--- src/sps_pkg.sv ---
// Package for the SPS size parser: syntax step codes, field widths and helpers.
// No dependencies.
package sps_pkg;
	localparam int MAX_GOLOMB_ZEROS_DEF = 32;
	localparam int DIM_BITS_DEF = 16;
	localparam int VAL_W = 33;
	localparam int STEP_W = 5;

	localparam logic [STEP_W-1:0] ST_HDR = 5'd0, ST_PROFILE = 5'd1, ST_CONSTR = 5'd2,
		ST_LEVEL = 5'd3, ST_SPSID = 5'd4, ST_CHROMA = 5'd5, ST_RCT = 5'd6, ST_BDL = 5'd7,
		ST_BDC = 5'd8, ST_BYPASS = 5'd9, ST_MATRIX = 5'd10, ST_LIST_FLAG = 5'd11,
		ST_DELTA = 5'd12, ST_LOG2FN = 5'd13, ST_POCTYPE = 5'd14, ST_POCLSB = 5'd15,
		ST_DPAZ = 5'd16, ST_ONRP = 5'd17, ST_OTTB = 5'd18, ST_NCYCLE = 5'd19,
		ST_REFOFF = 5'd20, ST_MAXREF = 5'd21, ST_GAPS = 5'd22, ST_WIDTH = 5'd23,
		ST_HEIGHT = 5'd24, ST_FMO = 5'd25, ST_MBAFF = 5'd26, ST_D8 = 5'd27,
		ST_CROPF = 5'd28, ST_CROP = 5'd29, ST_VUI = 5'd30, ST_DONE = 5'd31;

	localparam logic [1:0] STATUS_OK = 2'd0, STATUS_TRUNC = 2'd1, STATUS_RANGE = 2'd2;

	// Field handed from the bit reader to the syntax walk
	typedef struct packed {
		logic             done;
		logic [VAL_W-1:0] value;
	} fld_t;

	function automatic logic [5:0] fixed_len(input logic [STEP_W-1:0] s);
		unique case (s)
			ST_HDR, ST_PROFILE, ST_CONSTR, ST_LEVEL: fixed_len = 6'd8;
			ST_RCT, ST_BYPASS, ST_MATRIX, ST_LIST_FLAG, ST_DPAZ, ST_GAPS, ST_FMO,
			ST_MBAFF, ST_D8, ST_CROPF, ST_VUI: fixed_len = 6'd1;
			default: fixed_len = 6'd0;
		endcase
	endfunction

	function automatic logic high_profile(input logic [7:0] p);
		high_profile = (p == 8'd100) || (p == 8'd110) || (p == 8'd122) || (p == 8'd244)
			|| (p == 8'd44) || (p == 8'd83) || (p == 8'd86) || (p == 8'd118);
	endfunction
endpackage

--- src/sps_dimcalc.sv ---
// Bit-serial dimension calculator: borrow-ripple subtraction and range clamp.
// Depends on sps_pkg.
module sps_dimcalc import sps_pkg::*; #(
	parameter int DIM_BITS = DIM_BITS_DEF
) (
	input  logic              clk,
	input  logic              arst_n,
	input  logic              start,
	input  logic [VAL_W+5:0]  full,
	input  logic [VAL_W+1:0]  sub,
	output logic              busy,
	output logic              done,
	output logic [15:0]       dim,
	output logic              bad
);
	localparam int W = VAL_W + 6;
	localparam int LIM = (DIM_BITS >= 16) ? 65535 : ((1 << DIM_BITS) - 1);
	localparam int CW = $clog2(W + 1);

	logic [W-1:0]  a_q;
	logic [W-1:0]  b_q;
	logic [W-1:0]  d_q;
	logic          br_q;
	logic [CW-1:0] cnt_q;
	logic          run_q;
	logic          fin_q;
	logic          d_bit;
	logic          nbr;

	assign d_bit = a_q[0] ^ b_q[0] ^ br_q;
	assign nbr = (~a_q[0] & (b_q[0] | br_q)) | (b_q[0] & br_q);
	assign busy = run_q;

	// Subtract one bit per cycle, least significant first
	always_ff @(posedge clk or negedge arst_n) begin
		if (!arst_n) begin
			run_q <= 1'b0;
			fin_q <= 1'b0;
			cnt_q <= '0;
			br_q <= 1'b0;
		end else begin
			fin_q <= 1'b0;
			if (start) begin
				run_q <= 1'b1;
				cnt_q <= CW'(W);
				br_q <= 1'b0;
			end else if (run_q) begin
				br_q <= nbr;
				cnt_q <= cnt_q - CW'(1);
				if (cnt_q == CW'(1)) begin
					run_q <= 1'b0;
					fin_q <= 1'b1;
				end
			end
		end
	end

	always_ff @(posedge clk) begin
		if (start) begin
			a_q <= full;
			b_q <= W'(sub);
		end else if (run_q) begin
			a_q <= a_q >> 1;
			b_q <= b_q >> 1;
			d_q <= {d_bit, d_q[W-1:1]};
		end
	end

	// Clamp: borrow out means negative
	always_comb begin
		done = fin_q;
		bad = 1'b0;
		dim = d_q[15:0];
		if (br_q) begin
			bad = 1'b1;
			dim = '0;
		end else if (d_q > W'(LIM)) begin
			bad = 1'b1;
			dim = 16'(LIM);
		end
	end
endmodule
--- config.mk ---
export PLATFORM = sky130hd
export DESIGN_NAME = sps_dimcalc
export DESIGN_NICKNAME = d
export VERILOG_FILES = /design/src/sps_pkg.sv /design/src/sps_dimcalc.sv
export SDC_FILE = /design/constraint.sdc
export NUM_CORES = 1
export LEC_CHECK = 0
export BUFFER_PORTS_ARGS = -buffer_cell sky130_fd_sc_hd__buf_2
export CORE_ASPECT_RATIO = 1.75
export CORE_MARGIN = 2
export CORE_UTILIZATION = 55
export CTS_CLUSTER_DIAMETER = 100
export DETAILED_ROUTE_END_ITERATION = 6
export HOLD_SLACK_MARGIN = 0.06
export PLACE_DENSITY = 0.79
export SLEW_MARGIN = 25
export SYNTH_ARGS = -nofsm -noshare
export SYNTH_HDL_FRONTEND = slang
export SYNTH_SLANG_ARGS = --single-unit
--- constraint.sdc ---
create_clock -name clk -period 3.7 [get_ports clk]
set_input_delay 0.555 -clock clk [delete_from_list [all_inputs] [get_ports clk]]
set_output_delay 0.555 -clock clk [all_outputs]
set_load 0.03 [all_outputs]
Word-level counts from Yosys, hierarchy flattened --
Cells that the tools add are included.
Word-level totals: output and inout port bits 19, input port bits 77, bits in registers 122, logic and storage cells 38
Operators by class: equality and inequality tests 1, reductions and logical operators 2, $add $sub $neg 1, multiplexer cells 18, order comparisons 1, bitwise gates (word level) 8
Operators by type and width (count):
- 2-to-1 mux 39 bit | 2
- 2-to-1 mux 35 bit | 2
- greater-than comparator 39 x 16 -> 1 bit, second input constant | 1
- 2-to-1 mux 16 bit | 2
- 2-to-1 mux 6 bit | 2
- 2-to-1 mux 1 bit | 10
- == test 6 x 1 -> 1 bit, second input constant | 1
- subtractor 6 x 1 -> 6 bit, second input constant | 1
- AND 1 bit | 2
- NOT 1 bit | 2
- bitwise OR 1 bit | 2
- AND reduction 2 bit | 1
- nonzero test 2 bit | 1
- bitwise XOR 1 bit | 2

Logic depth before layout (Yosys ltp) --
word-level depth 5, mapped depth 5, gate-level depth less buffers 5

Worst setup path before layout --
No wires, ideal clock.
kind register to register, start point reg run_q, in the netlist busy, end point reg d_q[0] (enable), arrival 2.628 ns, library setup time 0.440 ns, path slack 0.632 ns, period minus slack after synthesis 3.068 ns, data required time 3.260 ns, cell stages (with the launch flop) 3, path through dfrtp_1 > clkbuf_1 > nor2b_1
Between the ends: word-level cells in the longest chain between the ends 1
Ends and longest elaborated chain:
- start, declared | RTL line sps_dimcalc.sv:25 | logic run_q;
- start signal, assigned | RTL line sps_dimcalc.sv:37 | run_q <= 1'b0;
- start signal, assigned | RTL line sps_dimcalc.sv:44 | run_q <= 1'b1;
- start signal, assigned | RTL line sps_dimcalc.sv:51 | run_q <= 1'b0;
- AND reduction 2 bit (no source line)
- end signal, assigned | RTL line sps_dimcalc.sv:65 | d_q <= {d_bit, d_q[W-1:1]};
- end, declared | RTL line sps_dimcalc.sv:22 | logic [W-1:0] d_q;
No other way between the ends. A chain may end at the register's enable or synchronous reset.

Final worst setup path --
start point reg d_q[34], end point out dim[8]
Between the ends: word-level cells in the longest chain between the ends 3
Ends and longest elaborated chain:
- greater-than comparator 39 x 16 -> 1 bit | RTL line sps_dimcalc.sv:77 | end else if (d_q > W'(LIM)) begin
- 2-to-1 mux 16 bit | RTL line sps_dimcalc.sv:77
- 2-to-1 mux 16 bit | RTL line sps_dimcalc.sv:74 | if (br_q) begin
- end, declared | RTL line sps_dimcalc.sv:13 | output logic [15:0] dim,
No other way between the ends.

==> results.md <==
* Final instance area at 6140 µm²
* EDFF count, synth at 113
* Hold path startpoint: full[38]
* Largest net degree at the start of global routing at 75
* First-pass GRT wire length at 12800 µm
* Clock buffer depth at 2
* Hold path cells at 2
* R2R depth at 3
* Final setup fails at 0
* Syn Area/Cell at 17.2 µm²
* Storage element area at 3620 µm²
* Vias in the first global route at 2779
* CP max FO at 17
* Multi-input logic area at 1250 µm²
* Final wirelength at 8310 µm
* Slew @ Worst Pin at 0.567 ns
* # Max-Cap Violations at 0
* Crit. End Element: output port
* Hold Buf Count CTS at 1
* Initial antenna violation count at 0
* Leak at 2.33 nW
* Final nets at 469
* Final ANT Viol Nets at 0
* Crit Path Category: reg2out
* Slew Limit Fails at 0
* Power Density at 565 nW/µm²
* Clock skew at 0.00392 ns
* Post-cts sizing count at 0
* Die Height at 130 µm
* Fin. Hold Viols at 0
* Die extent in x at 75.8 µm
* Most used DFF post-synth: edfxtp_1
* Synth cell count leaders: edfxtp_1 (113), mux2_2 (72), nor3_1 (19)
* YS warnings at 0
* Die area at 9830 µm²
* Period utilization at 74.5%
* Post-Syn Nets at 368
* I/O pins at 96
* Vias per Instance at 5.34
* H-tree depth at 4
* DRC violations left at 0
* Peak supply drop at 0.000488 V
* Fin crit period at 2.76 ns
* Worst reg2reg startpoint: busy
* Clock latency on the worst-skew pair at 0.40 ns
* Async set-reset flop share out of synthesis at 7.38%
* Initial Util at 56.9%
* Worst slew margin at 62.2%
* N_diodes at 0
* Netlist cell types at 30
* RSZ-0062 raised after global routing: false
* Total clock sinks at 122
* Worst-path clk slew at 0.06 ns
* Worst setup SP type: flop
* Post-DP HPWL at 5250 µm
* Reg-to-reg slack, setup at 1.91 ns
* Post-CTS setup buffer count at 0
* Area share of the largest cell type after synthesis at 68.3%
* Global-route usage over all layers at 18.1%
* Via count at 2772
* Critical Path RT at 3.14 ns
* DP Area at 5560 µm²
* Core ar. at 8730 µm²
* Drt initial violations at 118
* F_max at 0.363 GHz
* Status: finished clean
* Routability cong. at 0.703
* Sequential area share after synthesis at 72.9%
* Register bit total from synthesis at 122
* Synth Instances at 288
* Total CTS buffers at 17
* Dominant cells by area after synthesis: edfxtp_1 (68%), mux2_2 (16%), dfrtp_1 (4.5%), nor3_1 (1.9%), a21oi_1 (1.7%)
* Area grow syn2layout at 23.6%
* Yosys top cell by area: edfxtp_1
* Most frequent cell after synthesis: edfxtp_1
* Layout cells sized above 1 at 51.7%
* Hold WC Path Type: in2reg
* Crit path DAT at 2.20 ns
* Post-DR wirelength/cell at 16.0 µm
* Hold path endpoint: a_q[38]
* Setup TNS at 0 ns
* Cell area after synthesis at 4960 µm²
* Grt total ovfl at 0
* Site row count at 45
* PortBufs at 95
* Filler Cells Inserted at 548
* Clock Root Buffer: clkbuf_16
* RR Endpoint: cnt_q[5]
* CTS tree: yes
* Drt pass-1 iters at 4
## per-stage QoR
stage | util (%) | total power (W) | setup slack, ns | std cells | hold WS (ns)
2_1_floorplan | - | 0.00186 | 0.632 | 288 | 0.259
3_3_place_gp | 63.7 | 0.00194 | 1.47 | 486 | 0.418
3_5_place_dp | 63.7 | 0.00195 | 1.42 | 486 | 0.418
4_1_cts | 70.3 | 0.00350 | 0.938 | 519 | 0.430
5_1_grt | 70.3 | 0.00359 | 0.841 | 519 | 0.434
6_report | 70.3 | 0.00347 | 0.945 | 519 | 0.442
## worst max-delay path, cell delays in order (launching register included)
cell      delay, ns
edfxtp_1       0.38
or4_1          0.80
nor3_1         0.31
a21oi_1        0.10
buf_2          0.21
## report_power, final
part           leakage, nW  switching, W  internal, W
logic                0.807      0.000110     0.000123
registers             1.27     0.0000463      0.00164
clock network        0.251      0.000615     0.000931
## final cells by class
class                           instances  share of cell area, %
Timing Repair Buffer                  100                   8.64
Clock buffer                           17                   6.93
Clock inverter                         15                   2.32
Tap cell                              117                   2.39
Sequential cell                       122                   59.0
Multi-Input combinational cell        143                   20.4
Inverter                                5                  0.306
## state kept, by name, indices dropped and copies added (netlist names)
register  flops
busy          1
a_q          39
br_q          1
b_q          35
d_q          39
cnt_q         6
done          1
## how the worst max path moves through the flow
stage                       start  cells past startpoint  endpoint
after floorplan              busy                      2    d_q[0]
after global placement    d_q[36]                      4    dim[4]
after detailed placement  d_q[34]                      4    dim[4]
after CTS                 d_q[36]                      4    dim[8]
after global routing      d_q[34]                      4    dim[9]
final                     d_q[34]                      4    dim[8]
## cell usage in the layout, fill, tap and decap left out
cell and n:
ha_1 2, or4b_4 1, or3_1 1, and4_1 1, buf_2 94, o21ai_0 1
nor2b_2 1, mux2_2 72, inv_1 4, a21oi_1 17, buf_4 4, or4b_2 1
o31a_1 1, edfxtp_1 113, dfrtp_1 9, nor4_1 4, bufinv_16 1, fa_1 1
and4bb_2 1, clkbuf_16 17, buf_12 1, or4_1 2, nor3_1 19, inv_6 4
nand2b_1 2, a211oi_1 1, and2_1 3, xor2_1 1, o21bai_1 1, and3_1 1
inv_2 1, dlygate4sd3_1 1, nand2_1 2, clkinvlp_4 8, clkinv_4 2, nor2_1 5
xnor2_1 2
## per-layer routing
metal  part of all wire [%]  GRT usage, %  routed length (µm)  up-vias
met1                     39          20.3                3250     1358
met4                    2.1          8.67                 178        0
met5                      0             0                   0        -
met3                    6.0          7.39                 496       13
met2                     53          29.3                4390       79
li1                       -             -                   -     1322
## kinds of logic after synthesis
group / share of synthesized area [%]
flip-flops: 72.9
multiplexers: 16.3
AND/OR/NAND/NOR: 5.17
buffers and inverters: 1.89
AO/OA/AOI/OAI: 2.29
XOR/XNOR: 0.529
adder cells (fa/ha/maj): 0.907
Note: power is estimated with default switching activity, not from simulation.
