### src/sps_pkg.sv
// Package for the SPS size parser: syntax step codes, field widths and helpers.
// No dependencies.
package sps_pkg;
	localparam int MAX_GOLOMB_ZEROS_DEF = 32;
	localparam int DIM_BITS_DEF = 16;
	localparam int VAL_W = 33;
	localparam int STEP_W = 5;

	localparam logic [STEP_W-1:0] ST_HDR = 5'd0, ST_PROFILE = 5'd1, ST_CONSTR = 5'd2,
		ST_LEVEL = 5'd3, ST_SPSID = 5'd4, ST_CHROMA = 5'd5, ST_RCT = 5'd6, ST_BDL = 5'd7,
		ST_BDC = 5'd8, ST_BYPASS = 5'd9, ST_MATRIX = 5'd10, ST_LIST_FLAG = 5'd11,
		ST_DELTA = 5'd12, ST_LOG2FN = 5'd13, ST_POCTYPE = 5'd14, ST_POCLSB = 5'd15,
		ST_DPAZ = 5'd16, ST_ONRP = 5'd17, ST_OTTB = 5'd18, ST_NCYCLE = 5'd19,
		ST_REFOFF = 5'd20, ST_MAXREF = 5'd21, ST_GAPS = 5'd22, ST_WIDTH = 5'd23,
		ST_HEIGHT = 5'd24, ST_FMO = 5'd25, ST_MBAFF = 5'd26, ST_D8 = 5'd27,
		ST_CROPF = 5'd28, ST_CROP = 5'd29, ST_VUI = 5'd30, ST_DONE = 5'd31;

	localparam logic [1:0] STATUS_OK = 2'd0, STATUS_TRUNC = 2'd1, STATUS_RANGE = 2'd2;

	// Field handed from the bit reader to the syntax walk
	typedef struct packed {
		logic             done;
		logic [VAL_W-1:0] value;
	} fld_t;

	function automatic logic [5:0] fixed_len(input logic [STEP_W-1:0] s);
		unique case (s)
			ST_HDR, ST_PROFILE, ST_CONSTR, ST_LEVEL: fixed_len = 6'd8;
			ST_RCT, ST_BYPASS, ST_MATRIX, ST_LIST_FLAG, ST_DPAZ, ST_GAPS, ST_FMO,
			ST_MBAFF, ST_D8, ST_CROPF, ST_VUI: fixed_len = 6'd1;
			default: fixed_len = 6'd0;
		endcase
	endfunction

	function automatic logic high_profile(input logic [7:0] p);
		high_profile = (p == 8'd100) || (p == 8'd110) || (p == 8'd122) || (p == 8'd244)
			|| (p == 8'd44) || (p == 8'd83) || (p == 8'd86) || (p == 8'd118);
	endfunction
endpackage

### src/sps_bitreader.sv
// Serial field reader: fixed-width and Exp-Golomb fields, one valid bit a cycle.
// Depends on sps_pkg.
module sps_bitreader import sps_pkg::*; #(
	parameter int MAX_GOLOMB_ZEROS = MAX_GOLOMB_ZEROS_DEF
) (
	input  logic              clk,
	input  logic              arst_n,
	input  logic              bit_valid,
	input  logic              bit_in,
	input  logic              restart,
	input  logic [5:0]        flen,
	output fld_t              fld
);
	logic [5:0]       zeros_q;
	logic [5:0]       left_q;
	logic             suffix_q;
	logic             started_q;
	logic [VAL_W-1:0] val_q;
	logic [VAL_W-1:0] shifted;
	logic [VAL_W-1:0] bias;
	logic [5:0]       cnt_left;

	assign shifted = {val_q[VAL_W-2:0], bit_in};
	assign bias = (VAL_W'(1) << zeros_q) - VAL_W'(1);
	assign cnt_left = started_q ? left_q : flen;

	// Decide completion of the current field
	always_comb begin
		fld.done = 1'b0;
		fld.value = shifted;
		if (bit_valid) begin
			if (flen != 6'd0) begin
				fld.done = (cnt_left == 6'd1);
			end else if (!suffix_q) begin
				if ((bit_in || zeros_q >= 6'(MAX_GOLOMB_ZEROS)) && zeros_q == 6'd0) begin
					fld.done = 1'b1;
					fld.value = '0;
				end
			end else begin
				fld.done = (left_q == 6'd1);
				fld.value = shifted + bias;
			end
		end
	end

	// Advance reader state; restart on each new field
	always_ff @(posedge clk or negedge arst_n) begin
		if (!arst_n) begin
			zeros_q <= '0;
			left_q <= '0;
			suffix_q <= 1'b0;
			started_q <= 1'b0;
			val_q <= '0;
		end else if (restart || (bit_valid && fld.done)) begin
			zeros_q <= '0;
			suffix_q <= 1'b0;
			started_q <= 1'b0;
			val_q <= '0;
		end else if (bit_valid) begin
			if (flen != 6'd0) begin
				val_q <= shifted;
				left_q <= cnt_left - 6'd1;
				started_q <= 1'b1;
			end else if (!suffix_q) begin
				if (bit_in || zeros_q >= 6'(MAX_GOLOMB_ZEROS)) begin
					suffix_q <= 1'b1;
					left_q <= zeros_q;
					val_q <= '0;
				end else begin
					zeros_q <= zeros_q + 6'd1;
				end
			end else begin
				val_q <= shifted;
				left_q <= left_q - 6'd1;
			end
		end
	end
endmodule

### config.mk
export PLATFORM = sky130hd
export DESIGN_NAME = sps_bitreader
export DESIGN_NICKNAME = d
export VERILOG_FILES = /design/src/sps_pkg.sv /design/src/sps_bitreader.sv
export SDC_FILE = /design/constraint.sdc
export NUM_CORES = 1
export LEC_CHECK = 0
export BUFFER_PORTS_ARGS = -buffer_cell sky130_fd_sc_hd__buf_2
export CAP_MARGIN = 20
export CELL_PAD_IN_SITES_DETAIL_PLACEMENT = 0
export CELL_PAD_IN_SITES_GLOBAL_PLACEMENT = 1
export CORE_MARGIN = 2
export CORE_UTILIZATION = 41
export CTS_CLUSTER_DIAMETER = 30
export DETAILED_ROUTE_END_ITERATION = 10
export PLACE_DENSITY_LB_ADDON = 0.12
export SETUP_SLACK_MARGIN = 0.05
export SYNTH_ARGS = -nofsm -noshare
export SYNTH_HDL_FRONTEND = slang
export SYNTH_SLANG_ARGS = --single-unit
### constraint.sdc
create_clock -name clk -period 3.96 [get_ports clk]
set_clock_uncertainty 0.15 [all_clocks]
set_input_delay 0.594 -clock clk [delete_from_list [all_inputs] [get_ports clk]]
set_output_delay 0.594 -clock clk [all_outputs]
set_load 0.01 [all_outputs]
-- After elaboration in Yosys (flattened, before gate mapping)
Index checks and enable logic that the tools add are counted.
- bitwise logic cells: 1
- add/sub/neg operators: 5
- shifts and indexed selects: 1
- magnitude comparators: 1
- equal/unequal tests: 5
- mux-type cells: 27
- reduce and logical (&&, ||, !) cells: 15
- operators with widths (operator ; count):
    32-bit two-way mux ; 5
    34-bit two-way mux ; 3
    6-bit two-way mux ; 9
    33-bit adder ; 1
    33-bit two-way mux ; 1
    1-bit by 6-bit << shifter with 33-bit output (first input constant) ; 1
    33-bit by 2-bit subtractor with 33-bit output (second input constant) ; 1
    6-bit by 1-bit equality test with 1-bit output (second input constant) ; 2
    6-bit by 1-bit subtractor with 6-bit output (second input constant) ; 2
    1-bit two-way mux ; 9
    6-bit by 1-bit adder with 6-bit output (second input constant) ; 1
    6-bit greater-or-equal comparator (second input constant) ; 1
    6-bit logical NOT ; 1
    2-bit AND reduction ; 3
    6-bit nonzero test ; 1
    2-bit inequality test (second input constant) ; 2
    4-bit AND reduction ; 1
    2-bit nonzero test ; 2
    4-bit nonzero test ; 1
    3-bit AND reduction ; 1
    3-bit nonzero test ; 1
    1-bit logical AND ; 2
    1-bit logical OR ; 2
    2-bit by 1-bit inequality test with 1-bit output (second input constant) ; 1
    1-bit NOT ; 1
- register bits after elaboration: 46
- output and inout port bits: 34
- input bits: 11

-- Logic depth before layout (Yosys ltp)
Gate-level depths: netlist of the first run.
- word-level depth: 11
- mapped depth: 17
- depth with buffers taken out: 16

-- Worst setup path after synthesis of the first run
No wires, ideal clock.
- path type: register -> output
- from: register zeros_q[3]
- to: output fld[24] (netlist name)
- arrival time: 3.714 ns
- setup slack: -0.498 ns
- cell stages (with the launch flop): 16
- cells stage by stage: dfrtp_1 clkbuf_1 nor3b_1 nand3_1 ha_1 inv_1 ha_1 clkbuf_1 a21o_1 a31o_2 a221oi_1 a21oi_1 o21ai_1 o21ai_0 xnor2_1 o21ai_0
- RTL lines (item ; RTL line ; text):
    from (decl) ; sps_bitreader.sv:14 ; logic [5:0] zeros_q;
    from (signal assigned) ; sps_bitreader.sv:70 ; zeros_q <= zeros_q + 6'd1;
    to (decl) ; sps_bitreader.sv:12 ; output fld_t fld

==> impl_metrics.env, run 1 <==
export IMPL_io_pins=45
export IMPL_hold_viol=0
export IMPL_grt_pass1_wl_um=26400
export IMPL_reg2reg_slack_ns=1.42
export IMPL_synthArstFlopShare_pct=100
export IMPL_maxSlewViolCount=0
export IMPL_power_density_nw_per_um2=178
export IMPL_drv_cap=0
export IMPL_dp_cells=986
export IMPL_setup_tns_ns=-4.73
export IMPL_nFillCells=1061
export IMPL_max_vdd_ir_drop_mv=0.159
export IMPL_clock_sinks=46
export IMPL_cp_end_kind="output port"
export IMPL_cts_buffers=5
export IMPL_ys_ff_latch=46
export IMPL_finalPower_mw=1.37
export IMPL_fmaxAchievable_ghz=0.229
export IMPL_multi_input_area_um2=4340
export IMPL_num_antenna_cells=0
export IMPL_wl_um=16700
export IMPL_avgSynthCellArea_um2=7.62
export IMPL_cts_clk_slew_worst_paths_ns=0.08
export IMPL_ys_seq_area_share_pct=22.3
export IMPL_drt_iter0_drc=237
export IMPL_setup_violations=20
export IMPL_viasPerCell=5.28
export IMPL_worst_pin_slew_ns=0.653
export IMPL_worstPathArrival_ns=3.61
export IMPL_syn_area_um2=5170
export IMPL_worstSetupStartpointType="flop"
export IMPL_stdcell_count=1023
export IMPL_path_class="flop to output port"
export IMPL_hpwl_um=11900
export IMPL_vias=5402
export IMPL_worstSetupEndpoint="fld[31]"
export IMPL_cts_hold_buf=0
export IMPL_worstReg2RegEnd="left_q[2]"
export IMPL_netlist_instances=678
export IMPL_hp_class="input pin to async pin"
export IMPL_design_die_area_um2=13500
export IMPL_ant_nets=0
export IMPL_drc=0
export IMPL_status="complete, but fails checks"
export IMPL_critical_path_required_ns=3.22
export IMPL_layout_drive_gt1_share_pct=41.0
export IMPL_initial_core_util_pct=41.4
export IMPL_fin_crit_sh_pct=110
export IMPL_yosys_cell_types_count=61
export IMPL_period_needed_ns=4.36
export IMPL_overflow=0
export IMPL_rr_startpoint="zeros_q[0]"
export IMPL_rr_worst_depth=13
export IMPL_routabilityCongestion=0.903
export IMPL_num_rows=41
export IMPL_cts_tree="done"
export IMPL_final_core_util_pct=61.9
export IMPL_dr_pass1_iters=4
export IMPL_cp_max_fo=7
export IMPL_synth_edff_count=0
export IMPL_rsz0062_at_grt="true"
export IMPL_violations="negative setup slack"
export IMPL_max_slew_margin_rel_pct=56.4
export IMPL_die_h_um=116
export IMPL_die_x_um=116
export IMPL_p_leak_nw=3.78
export IMPL_grt_max_degree=47
export IMPL_antenna_found_initial=0
export IMPL_grt_usage_pct=24.8
export IMPL_synth_main_ff_cell="dfrtp_1"
export IMPL_fin_ws_ns=-0.399
export IMPL_numPortBuffers=44
export IMPL_regArea_um2=1160
export IMPL_wire_per_inst_um=16.4
export IMPL_clockBufferDepth=2
export IMPL_grt_pass1_vias=5248
export IMPL_core_area_um2=12500
export IMPL_synth_fp_nets=763
export IMPL_clk_latency_ns=0.31
export IMPL_layout_nets=935
export IMPL_area_delta_synth_final_pct=49.5
export IMPL_cp_startpoint="zeros_q[0]"
export IMPL_root_buffer="clkbuf_16"
export IMPL_htree_levels=2
export IMPL_yosysWarnings=0
cell families (layout without fill, tap and decap cells):
logic type	after synthesis	after routing	synth area share, %
flops	46	46	22.3
xor+xnor	40	40	6.78
buf+inv	138	311	10.4
simple gates	186	186	17.1
compound gates	188	188	24.1
mux	6	6	1.19
fa+ha+maj	74	74	18.1
worst min path at each step:
stage / end / depth (start not counted) / slack (ns) / from
3_5_place_dp: val_q[7] / 1 / 0.39 / val_q[6]
4_1_cts: val_q[24] / 2 / 0.28 / arst_n
5_1_grt: val_q[29] / 2 / 0.32 / arst_n
6_report: val_q[24] / 2 / 0.24 / arst_n
3_3_place_gp: val_q[9] / 1 / 0.37 / val_q[8]
2_1_floorplan: left_q[0] / 0 / 0.15 / arst_n
cell usage in the layout, fill, tap and decap left out, types with 15 or more instances in the layout:
cell type / count
a21oi_1: 24
a21oi_2: 17
a22o_1: 35
buf_2: 44
buf_4: 127
buf_6: 24
dfrtp_1: 41
ha_1: 44
ha_4: 28
inv_1: 95
nand2_1: 68
nand3_1: 18
nor2_1: 36
o21ai_1: 25
xnor2_1: 21
xor2_1: 15
flip-flops by register name, indices dropped and copies added, names as in the netlist:
signal	flops
val_q	32
zeros_q	6
left_q	6
started_q	1
suffix_q	1
metrics by stage:
stage / setup WS, ns / area (um^2) / hold slack, ns
4_1_cts: -0.335 / 7350 / 0.281
5_1_grt: -0.542 / 7720 / 0.321
3_5_place_dp: -0.436 / 6430 / 0.387
3_3_place_gp: -0.432 / 6430 / 0.374
2_1_floorplan: 0.00858 / 5220 / 0.148
6_report: -0.399 / 7720 / 0.244
worst max-delay path, stage by stage, from the launching register on:
cell and delay (ns):
dfrtp_2 0.44, buf_6 0.12, ha_4 0.12, buf_4 0.13
nand3_2 0.12, ha_4 0.30, inv_1 0.06, ha_4 0.33
nand3_4 0.10, a2111o_1 0.46, a21oi_2 0.19, a21oi_1 0.09
buf_4 0.17, o41ai_4 0.29, xnor2_1 0.16, o21ai_1 0.07
buf_2 0.14
layer usage:
layer | GRT usage [%] | routed length, um
met1 | 32.6 | 7670
met2 | 43.3 | 8250
met3 | 2.59 | 533
met4 | 6.83 | 297
met5 | 0 | 0
timing repair:
action | CTS | global route
pin swaps | 60 | 49
gates cloned | 0 | 0
buffers inserted | 19 | 13
resized for setup | 142 | 62
endpoints found under the setup margin | 26 | 25
synth_stat cells (2+ instances only):
cell / instances / share of area [%]
buf_4: 4 / 0.58
or2_2: 2 / 0.24
dfrtp_1: 46 / 22
a21o_1: 13 / 1.9
clkbuf_1: 19 / 1.4
and3_1: 3 / 0.36
nor2_1: 40 / 2.9
nor3_1: 8 / 0.78
nor3_4: 2 / 0.63
a22o_1: 35 / 5.9
inv_1: 107 / 7.8
ha_1: 73 / 18
o21ai_1: 3 / 0.29
o31ai_1: 5 / 0.73
nor3_2: 2 / 0.39
nand2_1: 79 / 5.7
nor2b_1: 5 / 0.61
nand3_1: 25 / 2.4
o21bai_1: 5 / 0.73
a21oi_1: 41 / 4.0
o211ai_1: 7 / 1.0
and2_1: 2 / 0.24
xor2_1: 16 / 2.7
buf_1: 2 / 0.15
buf_2: 5 / 0.48
nor3b_1: 2 / 0.29
nand4_1: 4 / 0.48
a31oi_1: 8 / 0.97
o41ai_1: 2 / 0.34
o21ai_0: 44 / 4.3
xnor2_1: 24 / 4.1
a211oi_1: 7 / 1.0
mux2i_1: 5 / 0.97
a21boi_0: 4 / 0.58
and3b_1: 2 / 0.34
a2111oi_0: 2 / 0.34
power breakdown:
part / total [mW] / switching (mW) / internal [mW]
logic: 0.389 / 0.192 / 0.198
registers: 0.512 / 0.0270 / 0.485
clock network: 0.471 / 0.228 / 0.243
area by class of cell:
cell class | count | area share (%)
multi-input cells | 494 | 56.2
repair buffers | 195 | 18.7
flip-flops and latches | 46 | 15.0
inverters | 108 | 5.28
well taps | 172 | 2.79
clock buffers | 5 | 1.62
clock inverters | 3 | 0.373
(Power assumes the default switching activity.)
==> run 2: changes to the inputs <==
- PLACE_DENSITY: unset -> 0.88
- PLACE_DENSITY_LB_ADDON: 0.12 -> unset
- SETUP_SLACK_MARGIN: 0.05 -> 0.5
==> run 2 against run 1 <==
- the flow still finishes with violations (negative setup slack)
- cell count decreased by 3.7%
- sequential share of layout area rose by 0.24 points
- final area is 1.6% lower
- power increased by 9.8%
- sequential power about the same
- hold slack got worse by 0.12 ns
- setup slack got worse by 0.11 ns
- via count grew 0.35%
- critical path depth grew 1
- flip-flop and latch count did not move
- critical endpoint is now fld[32]
==> impl_metrics.env, run 2 (same netlist as run 1, synthesis figures left out) <==
export IMPL_root_buffer="clkbuf_16"
export IMPL_overflow=0
export IMPL_drt_iter0_drc=314
export IMPL_setup_tns_ns=-8.23
export IMPL_worstPathArrival_ns=3.73
export IMPL_wire_per_inst_um=17.4
export IMPL_hp_class="input pin to async pin"
export IMPL_switching_power_mw=0.453
export IMPL_antenna_found_initial=0
export IMPL_max_slew_margin_rel_pct=54.5
export IMPL_worst_pin_slew_ns=0.679
export IMPL_dr_pass1_iters=5
export IMPL_cts_hold_buf=0
export IMPL_pwr_share_clk_pct=38.4
export IMPL_path_class="flop to output port"
export IMPL_drc=0
export IMPL_viasPerCell=5.50
export IMPL_layout_commonest_cell="inv_1"
export IMPL_final_cell_mix="inv_1 (99), buf_4 (91), nand2_1 (68)"
export IMPL_hpwl_um=11800
export IMPL_core_area_um2=12500
export IMPL_critical_path_required_ns=3.22
export IMPL_largest_reg_flops=32
export IMPL_num_rows=41
export IMPL_worstSetupStartpointType="flop"
export IMPL_die_x_um=116
export IMPL_switching_share_pct=30.0
export IMPL_initial_core_util_pct=41.4
export IMPL_status="complete, but fails checks"
export IMPL_final_core_util_pct=61.0
export IMPL_cp_end_kind="output port"
export IMPL_regMostFlops="val_q"
export IMPL_period_needed_ns=4.47
export IMPL_clockBufferDepth=2
export IMPL_rsz0062_at_grt="true"
export IMPL_p_leak_nw=3.62
export IMPL_die_h_um=116
export IMPL_fin_crit_sh_pct=113
export IMPL_hold_viol=0
export IMPL_reg_largest_list="val_q (32), left_q (6), zeros_q (6)"
export IMPL_worst_hold_slack_ns=0.121
export IMPL_area_delta_synth_final_pct=47.1
export IMPL_numPortBuffers=44
export IMPL_cp_max_fo=6
export IMPL_drv_cap=0
export IMPL_final_area_um2=7600
export IMPL_fin_ws_ns=-0.511
export IMPL_cts_clk_slew_worst_paths_ns=0.07
export IMPL_layout_nets=897
export IMPL_ant_nets=0
export IMPL_layout_drive_gt1_share_pct=38.5
export IMPL_htree_levels=2
export IMPL_clock_sinks=46
export IMPL_reg2reg_slack_ns=1.33
export IMPL_clk_latency_ns=0.32
export IMPL_intPower_mw=1.05
export IMPL_grt_max_degree=27
export IMPL_power_frac_seq_pct=34.1
export IMPL_design_die_area_um2=13500
export IMPL_grt_pass1_vias=5239
export IMPL_finalPower_mw=1.51
export IMPL_cts_buffers=5
export IMPL_num_antenna_cells=0
export IMPL_grt_usage_pct=24.4
export IMPL_place_area_um2=6370
export IMPL_vias=5421
export IMPL_io_pins=45
export IMPL_setup_violations=25
export IMPL_fmaxAchievable_ghz=0.224
export IMPL_routabilityCongestion=0.955
export IMPL_power_frac_comb_pct=27.5
export IMPL_wl_um=17200
export IMPL_maxSlewViolCount=0
export IMPL_max_vdd_ir_drop_mv=0.201
export IMPL_grt_pass1_wl_um=25800
export IMPL_cts_tree="done"
export IMPL_violations="negative setup slack"
export IMPL_power_density_nw_per_um2=198
[run 2: through the flow]
| stage | setup slack, ns | cells |
|---|---|---|
| finish | -0.511 | 985 |
| global route | -0.669 | 985 |
| CTS | -0.370 | 976 |
| detailed placement | -0.168 | 945 |
| global placement | -0.0744 | 945 |
| floorplan | 0.123 | 678 |
[run 2: path summary, 6_finish.rpt]
path / depth (start not counted) / startpoint / to
worst max-delay path: 17 / zeros_q[4] / fld[32]
worst min-delay path: 1 / arst_n / left_q[2]
worst max register to register: 8 / started_q / left_q[0]
worst min register to register: 1 / val_q[6] / val_q[7]
max in group asynchronous: 2 / arst_n / zeros_q[4]
min in group clk: 2 / restart / zeros_q[1]
[run 2: power by group through the flow]
stage	registers [mW]	logic, mW	clock network [mW]
after CTS	0.514	0.358	0.592
after global routing	0.518	0.444	0.605
after detailed placement	0.524	0.298	0
after global placement	0.523	0.293	0
final	0.514	0.415	0.579
after floorplan	0.512	0.218	0
[run 2: repair_timing]
| action | 4_1_cts | 5_1_grt |
|---|---|---|
| resized for setup | 98 | 52 |
| pin swaps | 58 | 43 |
| setup buffers | 23 | 9 |
| setup endpoints to repair | 29 | 31 |
[run 2: metal layers]
metal,track usage [%],vias up,wire length (um)
met2,42.2,172,8500
li1,-,2599,-
met1,31.0,2604,7370
met4,6.83,0,483
met5,0,-,0
met3,4.77,46,835
[run 2: final cells by class]
type,instances,area [um^2]
Fill cell,1025,4870
Multi-Input combinational cell,494,4460
Timing Repair Buffer,157,1160
Sequential cell,46,1160
Inverter,108,410
Tap cell,172,215
Clock buffer,5,125
Clock inverter,3,68.8
[run 2: critical path: stages (launching register included)]
cell      delay (ns)
dfrtp_2         0.47
nor3b_4         0.36
buf_6           0.16
buf_4           0.09
nand2_1         0.05
ha_1            0.29
inv_1           0.07
ha_4            0.30
nand3_1         0.13
nor2_1          0.15
o211ai_1        0.12
buf_4           0.18
a21oi_4         0.22
o211ai_1        0.14
and3b_1         0.21
nor3_1          0.17
nand3b_1        0.15
buf_2           0.14
==> run 3: changes to the inputs <==
- CORE_ASPECT_RATIO: unset -> 1.4
==> run 3 against run 2 <==
- the flow still finishes with violations (negative setup slack)
- sequential share of layout area shrank 0.26 points
- critical endpoint is now fld[27]
- largest power group unchanged
- via count grew 4.7%
- final area is 1.6% higher
- first-iteration DRC count is 1.9% lower
- critical path type unchanged
- critical path depth did not move
- utilization grew 1.8 points
==> impl_metrics.env, run 3 (same netlist as run 1, synthesis figures left out) <==
export IMPL_dr_pass1_iters=7
export IMPL_power_density_nw_per_um2=196
export IMPL_viasPerCell=5.87
export IMPL_regMostFlops="val_q"
export IMPL_crit_top_cell="ha_4"
export IMPL_hpwl_um=11600
export IMPL_cts_buffers=5
export IMPL_regArea_um2=1160
export IMPL_rr_startpoint="zeros_q[1]"
export IMPL_rr_worst_depth=12
export IMPL_violations="negative setup slack"
export IMPL_p_leak_nw=3.71
export IMPL_path_class="flop to output port"
export IMPL_area_delta_synth_final_pct=49.5
export IMPL_grt_pass1_wl_um=27300
export IMPL_fin_crit_sh_pct=115
export IMPL_cts_clk_slew_worst_paths_ns=0.07
export IMPL_reg_largest_list="val_q (32), left_q (6), zeros_q (6)"
export IMPL_rsz0062_at_grt="true"
export IMPL_htree_levels=2
export IMPL_initial_core_util_pct=42.0
export IMPL_grt_max_degree=33
export IMPL_multi_input_area_um2=4550
export IMPL_grt_pass1_vias=5563
export IMPL_maxSlewViolCount=0
export IMPL_critical_path_required_ns=3.22
export IMPL_clockBufferDepth=2
export IMPL_worstPathArrival_ns=3.82
export IMPL_hp_class="input pin to async pin"
export IMPL_ant_nets=0
export IMPL_cts_tree="done"
export IMPL_reg2reg_slack_ns=1.24
export IMPL_final_area_um2=7720
export IMPL_wire_per_inst_um=19.4
export IMPL_clk_latency_ns=0.30
export IMPL_die_x_um=98.9
export IMPL_worstSetupStartpointType="flop"
export IMPL_fmaxAchievable_ghz=0.219
export IMPL_fin_ws_ns=-0.607
export IMPL_nFillCells=919
export IMPL_core_area_um2=12300
export IMPL_drv_cap=0
export IMPL_routabilityCongestion=1.00
export IMPL_antenna_found_initial=0
export IMPL_slowest_delay_ns=0.42
export IMPL_place_area_um2=6270
export IMPL_pre_cts_ws_ns=-0.240
export IMPL_critical_path_buf_inv_count=3
export IMPL_num_rows=48
export IMPL_max_vdd_ir_drop_mv=0.170
export IMPL_vias=5678
export IMPL_num_antenna_cells=0
export IMPL_hold_viol=0
export IMPL_cp_num_cells=17
export IMPL_path_cells="inv_2, ha_4, nor2b_4, nand2_4, ha_4, inv_4, ha_4, fa_2, a21oi_4, o21ai_2, nand4_1, nand4_1, a21oi_4, o41ai_2, xnor2_1, o21ai_1, buf_2"
export IMPL_layout_drive_gt1_share_pct=40.1
export IMPL_cp_max_fo=3
export IMPL_max_slew_margin_rel_pct=55.4
export IMPL_layout_nets=901
export IMPL_wl_um=18700
export IMPL_design_die_area_um2=13500
export IMPL_numPortBuffers=44
export IMPL_setup_violations=27
export IMPL_finalPower_mw=1.51
export IMPL_worst_hold_slack_ns=0.135
export IMPL_period_needed_ns=4.57
export IMPL_slowest_stage="fa_2"
export IMPL_worst_pin_slew_ns=0.665
export IMPL_worstReg2RegEnd="left_q[0]"
export IMPL_grt_usage_pct=24.9
export IMPL_overflow=0
export IMPL_cp_end_kind="output port"
export IMPL_drt_iter0_drc=308
export IMPL_root_buffer="clkbuf_16"
export IMPL_clock_sinks=46
export IMPL_die_h_um=137
export IMPL_layout_commonest_cell="inv_1"
export IMPL_largest_reg_flops=32
export IMPL_cpLargestDelayFamily="adder cells"
export IMPL_final_cell_mix="inv_1 (93), buf_4 (90), nand2_1 (69)"
export IMPL_status="complete, but fails checks"
export IMPL_drc=0
export IMPL_io_pins=45
[run 3: layout make-up]
cell class                      instances  area share [%]
Clock buffer                            5            1.62
Timing Repair Buffer                  161            15.8
Multi-Input combinational cell        494            59.0
Inverter                              108            5.35
Clock inverter                          3           0.891
Tap cell                              150            2.43
Sequential cell                        46            15.0
[run 3: metrics by stage]
stage          TNS (ns)  cells  utilization, %
3_3_place_gp     -0.771    913            50.9
3_5_place_dp      -1.70    913            50.9
4_1_cts           -4.43    948            58.6
6_report         -10.63    967            62.7
2_1_floorplan         0    678               -
5_1_grt          -12.78    967            62.7
[run 3: timing repair]
action	in CTS	in global routing
resized for setup	102	68
hold endpoints to repair	0	0
buffers inserted	27	19
pin swaps	60	60
setup endpoints to repair	28	30
cloned	0	0
hold buffers	0	0
[run 3: worst register-to-register path: cells and delay by family, from the launching register on]
kind | cells | cell delay (ns)
AND/OR/NAND/NOR | 4 | 0.87
buffers and inverters | 3 | 0.34
flip-flops | 1 | 0.39
adder cells (fa/ha/maj) | 1 | 0.19
AO/OA/AOI/OAI | 4 | 0.68
[run 3: worst max path at each step]
stage                from  endpoint  slack [ns]
6_report       zeros_q[1]   fld[27]       -0.61
4_1_cts        zeros_q[5]   fld[32]       -0.32
5_1_grt        zeros_q[1]   fld[31]       -0.68
2_1_floorplan  zeros_q[4]   fld[26]        0.12
3_5_place_dp   zeros_q[3]   fld[22]       -0.24
3_3_place_gp   zeros_q[3]   fld[22]       -0.12
[run 3: layer usage]
| metal | track usage (%) | wire length [um] | up-vias |
|---|---|---|---|
| met5 | 0 | 0 | - |
| met4 | 10.4 | 1110 | 0 |
| met3 | 2.76 | 882 | 83 |
| met2 | 47.7 | 9840 | 244 |
| met1 | 27.6 | 6910 | 2736 |
| li1 | - | - | 2615 |
[run 3: report_power, final]
| group | internal (mW) | switching [mW] |
|---|---|---|
| clock network | 0.364 | 0.211 |
| logic | 0.211 | 0.215 |
| registers | 0.485 | 0.0274 |
